$ cat src/sv/phss_pkg.sv
package phss_pkg;

  // Number of quotient bits produced by the divider; a percentage fits in seven.
  localparam int unsigned QUOT_BITS = 7;
  localparam int unsigned PCT_BITS  = 7;

  localparam logic [PCT_BITS-1:0] PCT_FULL = 7'd100;

  // Configuration register indexes.
  localparam int unsigned CFG_IDX_BITS = 3;
  typedef enum logic [CFG_IDX_BITS-1:0] {
    CFG_POT_MIN       = 3'd0,
    CFG_POT_MAX       = 3'd1,
    CFG_ERROR_THR     = 3'd2,
    CFG_INACTIVE_THR  = 3'd3,
    CFG_CW_BAND_LOW   = 3'd4,
    CFG_CW_BAND_HIGH  = 3'd5,
    CFG_CCW_BAND_LOW  = 3'd6,
    CFG_CCW_BAND_HIGH = 3'd7
  } cfg_idx_t;

  // Operating mode codes.
  localparam logic [1:0] MODE_INACTIVE = 2'd0;
  localparam logic [1:0] MODE_WORK     = 2'd1;
  localparam logic [1:0] MODE_ERROR    = 2'd2;

  // Rotation direction codes.
  localparam logic [1:0] DIR_STOP = 2'd0;
  localparam logic [1:0] DIR_CW   = 2'd1;
  localparam logic [1:0] DIR_CCW  = 2'd2;
  localparam logic [1:0] DIR_BAD  = 2'd3;

  // Indicator codes.
  localparam logic [1:0] LED_WORK     = 2'd0;
  localparam logic [1:0] LED_INACTIVE = 2'd1;
  localparam logic [1:0] LED_ERROR    = 2'd2;

  // Status returned by the divider to its sequencer.
  typedef struct packed {
    logic busy;
    logic done;
  } phss_div_stat_t;

  // Eight-step half-step coil sequence.
  function automatic logic [3:0] half_step(input logic [2:0] phase);
    logic [3:0] pat;
    unique case (phase)
      3'd0: pat = 4'd1;
      3'd1: pat = 4'd3;
      3'd2: pat = 4'd2;
      3'd3: pat = 4'd6;
      3'd4: pat = 4'd4;
      3'd5: pat = 4'd12;
      3'd6: pat = 4'd8;
      3'd7: pat = 4'd9;
      default: pat = 4'd0;
    endcase
    return pat;
  endfunction

endpackage

$ cat src/sv/phss_div.sv
module phss_div #(
  parameter int unsigned SAMPLE_BITS = 12
) (
  input  logic                                clk,
  input  logic                                rst_n,
  input  logic                                start,
  input  logic [SAMPLE_BITS+7-1:0]            dividend,
  input  logic [SAMPLE_BITS-1:0]              divisor,
  output logic [phss_pkg::QUOT_BITS-1:0]      quotient,
  output phss_pkg::phss_div_stat_t            stat
);
  import phss_pkg::*;

  localparam int unsigned DIV_W = SAMPLE_BITS + 7;
  localparam int unsigned CNT_W = $clog2(QUOT_BITS);

  logic [DIV_W-1:0]     rem_r;
  logic [DIV_W-1:0]     ds_r;
  logic [QUOT_BITS-1:0] q_r;
  logic [CNT_W-1:0]     cnt_r;
  logic                 busy_r;
  logic                 done_r;
  logic                 ge;

  // One shared compare and subtract, used once per quotient bit.
  assign ge = (rem_r >= ds_r);

  // Restoring division, most significant quotient bit first.
  always_ff @(posedge clk) begin
    if (!rst_n) begin
      busy_r <= 1'b0;
      done_r <= 1'b0;
      cnt_r  <= '0;
    end else if (start) begin
      rem_r  <= dividend;
      ds_r   <= {1'b0, divisor, {(QUOT_BITS-1){1'b0}}};
      q_r    <= '0;
      cnt_r  <= CNT_W'(QUOT_BITS - 1);
      busy_r <= 1'b1;
      done_r <= 1'b0;
    end else if (busy_r) begin
      if (ge) begin
        rem_r <= rem_r - ds_r;
      end
      ds_r <= ds_r >> 1;
      q_r  <= {q_r[QUOT_BITS-2:0], ge};
      if (cnt_r == '0) begin
        busy_r <= 1'b0;
        done_r <= 1'b1;
      end else begin
        cnt_r <= cnt_r - 1'b1;
      end
    end else begin
      done_r <= 1'b0;
    end
  end

  assign quotient  = q_r;
  assign stat.busy = busy_r;
  assign stat.done = done_r;

endmodule

$ cat src/sv/pot_controlled_halfstep_stepper_core.sv
// An accepted sample passes through the scaling step, the seven passes of the
// shared divider and the decision step into the result register; the input is
// stalled until the sequencer is back in idle, so one sample is handled at a time.
// A waiting result does not block acceptance of the next sample.
// Reset (synchronous, active low) restores the register defaults, stops the
// motor and sets the anticlockwise phase to 0 and the clockwise phase to 7.
module pot_controlled_halfstep_stepper_core #(
  parameter int unsigned SAMPLE_BITS = 12
) (
  input  logic                                  clk,
  input  logic                                  rst_n,
  // Sample channel
  input  logic                                  in_valid,
  output logic                                  in_stall,
  input  logic [SAMPLE_BITS-1:0]                in_adc_sample,
  // Result channel
  output logic                                  out_valid,
  input  logic                                  out_stall,
  output logic [3:0]                            out_coil_pattern,
  output logic [phss_pkg::PCT_BITS-1:0]         out_percent,
  output logic [1:0]                            out_mode,
  output logic [1:0]                            out_rotation,
  output logic [1:0]                            out_led_select,
  // Configuration channel
  input  logic                                  cfg_valid,
  output logic                                  cfg_ready,
  input  logic [phss_pkg::CFG_IDX_BITS-1:0]     cfg_index,
  input  logic [SAMPLE_BITS-1:0]                cfg_data
);
  import phss_pkg::*;

  localparam int unsigned DIV_W = SAMPLE_BITS + 7;

  typedef enum logic [1:0] {
    S_IDLE,
    S_SCALE,
    S_DIV,
    S_OUT
  } state_t;

  state_t state_r;

  // Configuration registers
  logic [SAMPLE_BITS-1:0] pot_min_r;
  logic [SAMPLE_BITS-1:0] pot_max_r;
  logic [PCT_BITS-1:0]    err_thr_r;
  logic [PCT_BITS-1:0]    inact_thr_r;
  logic [PCT_BITS-1:0]    cw_lo_r;
  logic [PCT_BITS-1:0]    cw_hi_r;
  logic [PCT_BITS-1:0]    ccw_lo_r;
  logic [PCT_BITS-1:0]    ccw_hi_r;

  // Motor state
  logic [1:0] rot_dir_r;
  logic [2:0] cw_phase_r;
  logic [2:0] ccw_phase_r;

  // Working registers for one sample
  logic [SAMPLE_BITS-1:0] num_r;
  logic [SAMPLE_BITS-1:0] range_r;
  logic                   empty_r;

  // Result register
  logic                   out_valid_r;
  logic [3:0]             coil_r;
  logic [PCT_BITS-1:0]    pct_out_r;
  logic [1:0]             mode_r;
  logic [1:0]             rot_out_r;
  logic [1:0]             led_r;

  logic                   in_accept;
  logic                   out_take;
  logic                   out_load;
  logic [SAMPLE_BITS-1:0] clamped;
  logic [DIV_W-1:0]       dividend;
  logic [QUOT_BITS-1:0]   quotient;
  phss_div_stat_t         div_stat;

  logic [PCT_BITS-1:0]    pct;
  logic [1:0]             mode;
  logic [1:0]             led;
  logic [1:0]             dir_nxt;
  logic [3:0]             coil;

  assign in_stall  = (state_r != S_IDLE);
  assign in_accept = in_valid && !in_stall;
  assign out_take  = out_valid_r && !out_stall;
  assign out_load  = (state_r == S_OUT) && (!out_valid_r || !out_stall);
  assign cfg_ready = 1'b1;

  // Clamp the sample into the configured range.
  always_comb begin
    if (in_adc_sample < pot_min_r) begin
      clamped = pot_min_r;
    end else if (in_adc_sample > pot_max_r) begin
      clamped = pot_max_r;
    end else begin
      clamped = in_adc_sample;
    end
  end

  // Scaled numerator with half the range added for rounding.
  assign dividend = DIV_W'(num_r) * DIV_W'(PCT_FULL) + DIV_W'(range_r >> 1);

  phss_div #(
    .SAMPLE_BITS (SAMPLE_BITS)
  ) u_div (
    .clk      (clk),
    .rst_n    (rst_n),
    .start    (state_r == S_SCALE),
    .dividend (dividend),
    .divisor  (range_r),
    .quotient (quotient),
    .stat     (div_stat)
  );

  // Mode, direction and coil decision from the finished percentage.
  always_comb begin
    if (empty_r) begin
      pct = '0;
    end else if (quotient > PCT_FULL) begin
      pct = PCT_FULL;
    end else begin
      pct = quotient;
    end

    dir_nxt = rot_dir_r;
    priority if (pct >= err_thr_r) begin
      mode = MODE_ERROR;
      led  = LED_ERROR;
    end else if (pct <= inact_thr_r) begin
      mode = MODE_INACTIVE;
      led  = LED_INACTIVE;
    end else begin
      mode = MODE_WORK;
      led  = LED_WORK;
      priority if (cw_lo_r <= pct && pct <= cw_hi_r) begin
        dir_nxt = DIR_CW;
      end else if (ccw_lo_r <= pct && pct <= ccw_hi_r) begin
        dir_nxt = DIR_CCW;
      end else begin
        dir_nxt = DIR_STOP;
      end
    end

    unique case (dir_nxt)
      DIR_CW:  coil = half_step(cw_phase_r);
      DIR_CCW: coil = half_step(ccw_phase_r);
      default: coil = 4'd0;
    endcase
  end

  // Configuration writes.
  always_ff @(posedge clk) begin
    if (!rst_n) begin
      pot_min_r   <= '0;
      pot_max_r   <= '1;
      err_thr_r   <= 7'd80;
      inact_thr_r <= 7'd20;
      cw_lo_r     <= 7'd30;
      cw_hi_r     <= 7'd40;
      ccw_lo_r    <= 7'd60;
      ccw_hi_r    <= 7'd70;
    end else if (cfg_valid && cfg_ready) begin
      unique case (cfg_idx_t'(cfg_index))
        CFG_POT_MIN:       pot_min_r   <= cfg_data;
        CFG_POT_MAX:       pot_max_r   <= cfg_data;
        CFG_ERROR_THR:     err_thr_r   <= cfg_data[PCT_BITS-1:0];
        CFG_INACTIVE_THR:  inact_thr_r <= cfg_data[PCT_BITS-1:0];
        CFG_CW_BAND_LOW:   cw_lo_r     <= cfg_data[PCT_BITS-1:0];
        CFG_CW_BAND_HIGH:  cw_hi_r     <= cfg_data[PCT_BITS-1:0];
        CFG_CCW_BAND_LOW:  ccw_lo_r    <= cfg_data[PCT_BITS-1:0];
        CFG_CCW_BAND_HIGH: ccw_hi_r    <= cfg_data[PCT_BITS-1:0];
        default: ;
      endcase
    end
  end

  // Sequencer, motor state and result register.
  always_ff @(posedge clk) begin
    if (!rst_n) begin
      state_r     <= S_IDLE;
      rot_dir_r   <= DIR_STOP;
      cw_phase_r  <= 3'd7;
      ccw_phase_r <= 3'd0;
      out_valid_r <= 1'b0;
    end else begin
      if (out_take) begin
        out_valid_r <= 1'b0;
      end
      unique case (state_r)
        S_IDLE: begin
          if (in_accept) begin
            num_r   <= clamped - pot_min_r;
            range_r <= pot_max_r - pot_min_r;
            empty_r <= (pot_max_r <= pot_min_r);
            state_r <= S_SCALE;
          end
        end
        S_SCALE: begin
          state_r <= S_DIV;
        end
        S_DIV: begin
          if (div_stat.done) begin
            state_r <= S_OUT;
          end
        end
        S_OUT: begin
          if (out_load) begin
            rot_dir_r <= dir_nxt;
            if (dir_nxt == DIR_CW) begin
              cw_phase_r <= cw_phase_r - 1'b1;
            end
            if (dir_nxt == DIR_CCW) begin
              ccw_phase_r <= ccw_phase_r + 1'b1;
            end
            coil_r      <= coil;
            pct_out_r   <= pct;
            mode_r      <= mode;
            rot_out_r   <= (dir_nxt == DIR_CW || dir_nxt == DIR_CCW) ? dir_nxt : DIR_STOP;
            led_r       <= led;
            out_valid_r <= 1'b1;
            state_r     <= S_IDLE;
          end
        end
        default: state_r <= S_IDLE;
      endcase
    end
  end

  assign out_valid        = out_valid_r;
  assign out_coil_pattern = coil_r;
  assign out_percent      = pct_out_r;
  assign out_mode         = mode_r;
  assign out_rotation     = rot_out_r;
  assign out_led_select   = led_r;

`ifndef NO_ASSERTIONS
  // The stored direction never takes the unused code.
  a_dir_code: assert property (@(posedge clk) disable iff (!rst_n)
    rot_dir_r != DIR_BAD)
    else $error("rotation direction holds the unused code");

  // While waiting on the divider it is either running or has just finished.
  a_div_alive: assert property (@(posedge clk) disable iff (!rst_n)
    (state_r == S_DIV) |-> (div_stat.busy || div_stat.done))
    else $error("sequencer waits on an idle divider");

  // A delivered percentage never exceeds full scale.
  a_pct_range: assert property (@(posedge clk) disable iff (!rst_n)
    out_valid_r |-> (pct_out_r <= PCT_FULL))
    else $error("percentage above full scale");

  // The indicator always matches the mode.
  a_led_mode: assert property (@(posedge clk) disable iff (!rst_n)
    out_valid_r |-> ((mode_r == MODE_ERROR && led_r == LED_ERROR) ||
                     (mode_r == MODE_INACTIVE && led_r == LED_INACTIVE) ||
                     (mode_r == MODE_WORK && led_r == LED_WORK)))
    else $error("indicator does not match mode");

  // A stopped motor has all coils off, a turning one has some coil on.
  a_coil_stop: assert property (@(posedge clk) disable iff (!rst_n)
    out_valid_r |-> ((rot_out_r == DIR_STOP) == (coil_r == 4'd0)))
    else $error("coil pattern does not match rotation");

  // An accepted sample holds off the input for the following cycle.
  a_busy_after: assert property (@(posedge clk) disable iff (!rst_n)
    in_accept |=> in_stall)
    else $error("input not stalled after accepting a sample");
`endif

endmodule

$ cat config.mk
export PLATFORM = sky130hd
export DESIGN_NAME = pot_controlled_halfstep_stepper_core
export DESIGN_NICKNAME = d
export VERILOG_FILES = /design/src/sv/phss_pkg.sv /design/src/sv/phss_div.sv /design/src/sv/pot_controlled_halfstep_stepper_core.sv
export SDC_FILE = /design/constraint.sdc
export NUM_CORES = 1
export LEC_CHECK = 0
export ABC_AREA = 1
export ABC_CLOCK_PERIOD_IN_PS = 4400
export BUFFER_PORTS_ARGS = -buffer_cell sky130_fd_sc_hd__buf_4
export CAP_MARGIN = 20
export CORE_ASPECT_RATIO = 0.5
export CORE_UTILIZATION = 30
export CTS_CLUSTER_SIZE = 20
export DETAILED_ROUTE_END_ITERATION = 8
export MAX_ROUTING_LAYER = met4
export PLACE_DENSITY = 0.47
export SYNTH_ARGS = -nofsm -noshare
export SYNTH_HDL_FRONTEND = slang
export SYNTH_SLANG_ARGS = --single-unit
$ cat constraint.sdc
create_clock -name clk -period 4.4 [get_ports clk]
set_clock_uncertainty 0.15 [all_clocks]
set_input_delay 0.22 -clock clk [delete_from_list [all_inputs] [get_ports clk]]
set_output_delay 0.22 -clock clk [all_outputs]
set_load 0.1 [all_outputs]
After elaboration in Yosys (flattened, before gate mapping)
Memories as Yosys holds them, arrays and structs flattened. A register that Yosys moved wholly into a read port is not among the register bits.
Index checks and enable logic that the tools add are counted.
- ROM bits: 64
- memory bits (writable): 0
- bits of input ports: 32
- bits in latches: 0
- register bits after elaboration: 168
- output and inout bits: 20
- memories kept: 2
- equal/unequal tests: 16
- add/sub/neg operators: 7
- bitwise gates (word level): 3
- multiply operators: 1
- reduce and logical (&&, ||, !) cells: 36
- magnitude comparators: 11
- div/mod/pow operators: 0
- muxes and demuxes: 34
- shifts and indexed selects: 0
- memories (memory ; words ; bits a word ; rd ports ; clocked after memory_dff ; wr ports ; line ; source):
    (no name shown) ; 8 ; 4 ; 1 ; 1 ; 0 ; phss_pkg.sv:47 ; unique case (phase)
    (no name shown) ; 8 ; 4 ; 1 ; 1 ; 0 ; phss_pkg.sv:47 ;
- operators by type and width (operator ; count):
    19-bit 2-to-1 mux ; 3
    18-bit 2-to-1 mux ; 2
    7-bit less-or-equal comparator ; 5
    12-bit 2-to-1 mux ; 2
    2-bit AND reduction ; 12
    12-bit subtractor ; 2
    3-bit 2-to-1 mux ; 7
    7-bit 2-to-1 mux ; 3
    19-bit by 11-bit adder with 19-bit output ; 1
    19-bit by 18-bit >= comparator with 1-bit output ; 1
    19-bit by 18-bit subtractor with 19-bit output ; 1
    3-bit AND reduction ; 6
    12-bit by 5-bit multiplier with 17-bit output (second input constant) ; 1
    2-bit 2-to-1 mux ; 7
    3-bit equality test (second input constant) ; 4
    12-bit greater-than comparator ; 1
    12-bit less-or-equal comparator ; 1
    12-bit less-than comparator ; 1
    1-bit 2-to-1 mux ; 8
    2-bit one-hot mux with 4 select lines ; 1
    4-bit one-hot mux with 2 select lines ; 1
    7-bit >= comparator ; 1
    7-bit greater-than comparator (second input constant) ; 1
    2-bit equality test (second input constant) ; 3
    other kinds (16) ; 33

Depth between registers and ports, before layout
- word-level depth: 13
- mapped depth: 23
- mapped depth without buffers: 23

Cells and area by module
Synthesis repeated with hierarchy kept, for this count alone.
- cells, all modules: 1605
- area, all modules: 12512.0 um2
- by module, submodules not included (module ; area an instance (um2) ; seq. area each (um2) ; times used ; cells each):
    pot_controlled_halfstep_stepper_core ; 9295.2 ; 2932.8 ; 1 ; 1196
    phss_div ; 3216.8 ; 1421.4 ; 1 ; 409

Least setup slack after synthesis
Ideal clock, no wire load.
- path type: register -> register
- start: register num_r[3]
- end: register u_div.rem_r[15], data pin
- library setup time: 0.252 ns
- arrival time: 3.352 ns
- data required time: 3.998 ns
- path slack: 0.646 ns
- stages on the path, launching flop included: 22
- cells stage by stage: edfxtp_1 ha_1 ha_1 inv_1 fa_1 inv_1 ha_1 or2_4 nand2_1 xnor2_1 ha_1 nand2_1 nor2_1 nand3_1 nand3_1 nand2_2 nor2_4 inv_2 nor2_1 nor2_1 nand2_1 nand2_1
- longest elaborated chain between the ends: 3
- ends and longest elaborated chain (what ; line ; source):
    from (decl) ; pot_controlled_halfstep_stepper_core.sv:59 ; logic [SAMPLE_BITS-1:0] num_r;
    from (signal assigned) ; pot_controlled_halfstep_stepper_core.sv:194 ; num_r <= clamped - pot_min_r;
    12-bit by 5-bit multiplier with 17-bit output ; pot_controlled_halfstep_stepper_core.sv:103 ; assign dividend = DIV_W'(num_r) * DIV_W'(PCT_FULL) + DIV_W'(range_r >> 1);
    19-bit by 11-bit adder with 19-bit output ; pot_controlled_halfstep_stepper_core.sv:103 ;
    19-bit 2-to-1 mux ; phss_div.sv:34 ; end else if (start) begin
    to (signal assigned) ; phss_div.sv:35 ; rem_r <= dividend;
    to (signal assigned) ; phss_div.sv:43 ; rem_r <= rem_r - ds_r;
    to (decl) ; phss_div.sv:17 ; logic [DIV_W-1:0] rem_r;
No other way between the ends.
A chain may end at the register's enable or synchronous reset.

Worst setup path in the final report
- start: register num_r[2]
- end: register u_div.rem_r[14], data pin
Same word-level chain as after synthesis.

==> impl_metrics.json <==
{
  "drv_slew": 0,
  "synthesized_area_divided_by_synthesized_cell_count_um2": 7.908,
  "drt-pass1-iter-count": 5,
  "drc_errors": 0,
  "ioPinCount": 52,
  "yosysTopAreaCellShare_pct": 21.11,
  "synth.cell_area_mm2": 0.01209,
  "cp_max_fo": 5,
  "crit_required_ns": 4.45,
  "pwr-share-comb_pct": 51.7,
  "synth-seq-area-share_pct": 36.01,
  "pre_cts_setup_slack_ns": 0.3367,
  "avgViaCountPerCell": 4.600,
  "tightestPinTransition_ns": 0.8379,
  "unrepaired_setup_endpoints_after_global_routing": "false",
  "global_route_usage_over_all_layers_pct": 16.00,
  "grt_pass1_vias": 9398,
  "max_slew_margin_pct": 44.08,
  "cts_tree": "built",
  "timing.max_cap.violations": 0,
  "drt_wl_total_mm": 30.97,
  "yosys.area.top_type": "sky130_fd_sc_hd__edfxtp_1",
  "leakage_uw": 0.006354,
  "ant_nets": 0,
  "arrival_ns": 4.10,
  "dieHeight_um": 144.0,
  "via_count": 9868,
  "netlist_instances": 1529,
  "path_class": "reg2reg",
  "worst_setup_path_start_kind": "register",
  "root_buf_cell": "sky130_fd_sc_hd__clkbuf_16",
  "finish.net_count": 1810,
  "syn_to_final_growth_pct": 15.24,
  "avgRoutedWirePerCell_um": 14.44,
  "initial_core_util_pct": 30.76,
  "number_of_sinks_on_the_clock_net": 175,
  "numPortBuffers": 50,
  "gr-max-usage-layer": "met2",
  "std_cell_rows": 51,
  "clk-insertion-delay-late_ns": 0.46,
  "cell_internal_pwr_uw": 4289,
  "post_synthesis_sequential_element_count": 175,
  "grt_start_max_net_pins": 72,
  "ctsHtreeMaxLevel": 4,
  "pwr_density_cell_mw_per_mm2": 568.2,
  "drive_above_1_share_pct": 8.916,
  "die_area_mm2": 0.04116,
  "multi_input_comb_area_mm2": 0.006745,
  "place_hpwl_mm": 23.76,
  "setup_viol": 0,
  "filler_cell_count": 4177,
  "clkTransAtPathRegs_ns": 0.09,
  "grt.met2_usage_pct": 26.26,
  "cts_buffers": 17,
  "gpl.final_weighted_congestion": 0.8340,
  "dieWidth_um": 285.9,
  "synth_area_leaders": "sky130_fd_sc_hd__edfxtp_1 21%, sky130_fd_sc_hd__ha_1 17%, sky130_fd_sc_hd__dfxtp_1 15%",
  "power.share.sequential_pct": 27.6,
  "globalRoute.totalOverflow": 0,
  "global_route_wire_length_before_repair_mm": 49.67,
  "met1_usage_pct": 20.90,
  "fmaxAchievable_ghz": 0.2473,
  "clockBufferDepth": 2,
  "setup.worst_path.end_class": "register",
  "met3_usage_pct": 2.683,
  "fin_crit_sh_pct": 91.90,
  "n_antenna_cell": 0,
  "p_sw_share_pct": 45.84,
  "nets_in_the_synthesized_netlist": 1737,
  "hold_path.class": "in2reg",
  "drt_iter0_drc": 511,
  "grt_antenna_before_repair": 0,
  "p_clk_share_pct": 20.7,
  "area.sequential_mm2": 0.004354,
  "irDropWorstVdd_mv": 0.2956,
  "setup_total_negative_slack_ns": 0,
  "switching_power_uw": 3629,
  "yosysWarningCount": 0,
  "final-hold-violation-count": 0,
  "power.total_uw": 7918,
  "fin_crit_ns": 4.044,
  "yosys.cell_types.count": 53,
  "outcome": "complete, no violations",
  "core_area_mm2": 0.03931,
  "post_route_worst_setup_slack_ns": 0.3562
}
[final timing paths]
path | from | endpoint | slack (ns) | cells past startpoint
worst max register to register | num_r[2]$_DFFE_PP_ | u_div.rem_r[14]$_DFFE_PP_ | 0.36 | 18
worst max-delay path | num_r[2]$_DFFE_PP_ | u_div.rem_r[14]$_DFFE_PP_ | 0.36 | 18
worst min-delay path | in_valid | state_r[0]$_SDFFE_PN0P_ | 0.06 | 3
worst min register to register | u_div.busy_r$_SDFF_PN0_ | u_div.done_r$_SDFFE_PP0P_ | 0.31 | 2
[cell usage in the layout, fill, tap and decap left out, types with 13 or more instances in the layout]
cell type and instances:
sky130_fd_sc_hd__a21oi_1 143, sky130_fd_sc_hd__buf_4 68, sky130_fd_sc_hd__clkbuf_16 17, sky130_fd_sc_hd__dfxtp_1 90, sky130_fd_sc_hd__dlygate4sd3_1 13, sky130_fd_sc_hd__edfxtp_1 85, sky130_fd_sc_hd__ha_1 163, sky130_fd_sc_hd__inv_1 224
sky130_fd_sc_hd__nand2_1 302, sky130_fd_sc_hd__nand3_1 56, sky130_fd_sc_hd__nand4_1 17, sky130_fd_sc_hd__nor2_1 118, sky130_fd_sc_hd__nor3_1 20, sky130_fd_sc_hd__o211ai_1 23, sky130_fd_sc_hd__o21ai_0 107, sky130_fd_sc_hd__o21ai_1 27
sky130_fd_sc_hd__xor2_1 19
[cells in the mapped netlist, drive strengths merged]
| master | count |
|---|---|
| nand2 | 311 |
| inv | 235 |
| ha | 165 |
| a21oi | 145 |
| o21ai | 137 |
| nor2 | 128 |
| dfxtp | 90 |
| edfxtp | 85 |
| nand3 | 59 |
| o211ai | 24 |
| nor3 | 21 |
| xor2 | 19 |
| clkbuf | 18 |
| nand4 | 17 |
| fa | 11 |
| buf | 9 |
| a31oi | 8 |
| xnor2 | 8 |
| a21o | 7 |
| o21a | 4 |
| or2 | 4 |
| nand3b | 3 |
| o21bai | 3 |
| o31ai | 3 |
| a21boi | 2 |
| nor4 | 2 |
| o221ai | 2 |
| a211oi | 1 |
| a311oi | 1 |
| and2 | 1 |
| clkinv | 1 |
| conb | 1 |
| mux2i | 1 |
| nor3b | 1 |
| nor4b | 1 |
| o2111ai | 1 |
[critical path: stages (launching register included)]
cell and delay [ns]:
sky130_fd_sc_hd__edfxtp_1 0.43, sky130_fd_sc_hd__ha_1 0.32, sky130_fd_sc_hd__ha_1 0.32, sky130_fd_sc_hd__fa_1 0.53, sky130_fd_sc_hd__ha_2 0.31, sky130_fd_sc_hd__nand3_1 0.10
sky130_fd_sc_hd__nand3_1 0.13, sky130_fd_sc_hd__xor2_1 0.18, sky130_fd_sc_hd__ha_1 0.34, sky130_fd_sc_hd__nand2_1 0.11, sky130_fd_sc_hd__inv_1 0.04, sky130_fd_sc_hd__a21oi_1 0.18
sky130_fd_sc_hd__nand2_1 0.09, sky130_fd_sc_hd__nand4_1 0.13, sky130_fd_sc_hd__nand2_1 0.10, sky130_fd_sc_hd__nand2_1 0.11, sky130_fd_sc_hd__a21oi_1 0.07, sky130_fd_sc_hd__o21ai_1 0.09
sky130_fd_sc_hd__nand2_1 0.06
[power by group through the flow]
| stage | Sequential [uW] | Combinational, uW | Clock (uW) |
|---|---|---|---|
| after floorplan | 2260 | 3080 | 0 |
| after global placement | 2230 | 4110 | 0 |
| after detailed placement | 2230 | 4100 | 0 |
| after CTS | 2190 | 4130 | 1680 |
| after global routing | 2210 | 4730 | 1750 |
| final | 2190 | 4100 | 1640 |
[cell type report]
type / count / share of cell area, %
clock buffer: 17 / 3.053
clock inverter: 15 / 1.580
inverter: 236 / 6.357
multi-input combinational: 1091 / 48.41
sequential: 175 / 31.25
tap: 530 / 4.759
timing repair buffer: 81 / 4.597
[flip-flops by register name (all words and copies together) (netlist names), 2 cells and up, named ones only]
signal / cells
out_mode: 2
ccw_phase_r: 3
inact_thr_r: 7
rot_dir_r: 2
u_div.cnt_r: 3
num_r: 12
cw_lo_r: 7
state_r: 2
ccw_hi_r: 7
out_percent: 7
out_rotation: 2
cw_phase_r: 3
err_thr_r: 7
range_r: 12
ccw_lo_r: 7
u_div.rem_r: 19
pot_min_r: 12
u_div.ds_r: 18
pot_max_r: 12
out_coil_pattern: 4
u_div.quotient: 7
cw_hi_r: 7
[per-layer routing]
metal	wire length (um)	vias up	part of all wire, %
met5	0	-	0
met4	206	0	0.67
met3	985	12	3.2
met2	14130	114	46
met1	15650	4469	51
li1	-	5273	-
[repair_timing]
item,CTS,global route
hold buffers,13,0
endpoints found under the hold margin,44,0
setup endpoints to repair,0,1
resized for setup,0,2
buffers inserted,0,2
[logic make-up (layout without fill, tap and decap cells)]
family                   after synthesis  after routing  share of synthesized area (%)
AND/OR/NAND/NOR                      548            548                          19.31
AO/OA/AOI/OAI                        338            338                          15.40
buffers and inverters                263            349                          8.319
other                                  1              1                        0.03101
flip-flops                           175            175                          36.01
multiplexers                           1              1                        0.08278
XOR/XNOR                              27             27                          1.956
adder cells (fa/ha/maj)              176            176                          18.89
[per-stage QoR]
step                      hold slack (ns)  cell area [um^2]  cells  util, %
after global routing              0.06595             13930   2145    35.45
after floorplan                    0.1961             12090   1529        -
after detailed placement           0.2931             13140   2098    33.43
after CTS                         0.04903             13910   2143    35.40
final                             0.06277             13930   2145    35.45
after global placement             0.3003             13140   2098    33.43
(Power assumes the default switching activity.)
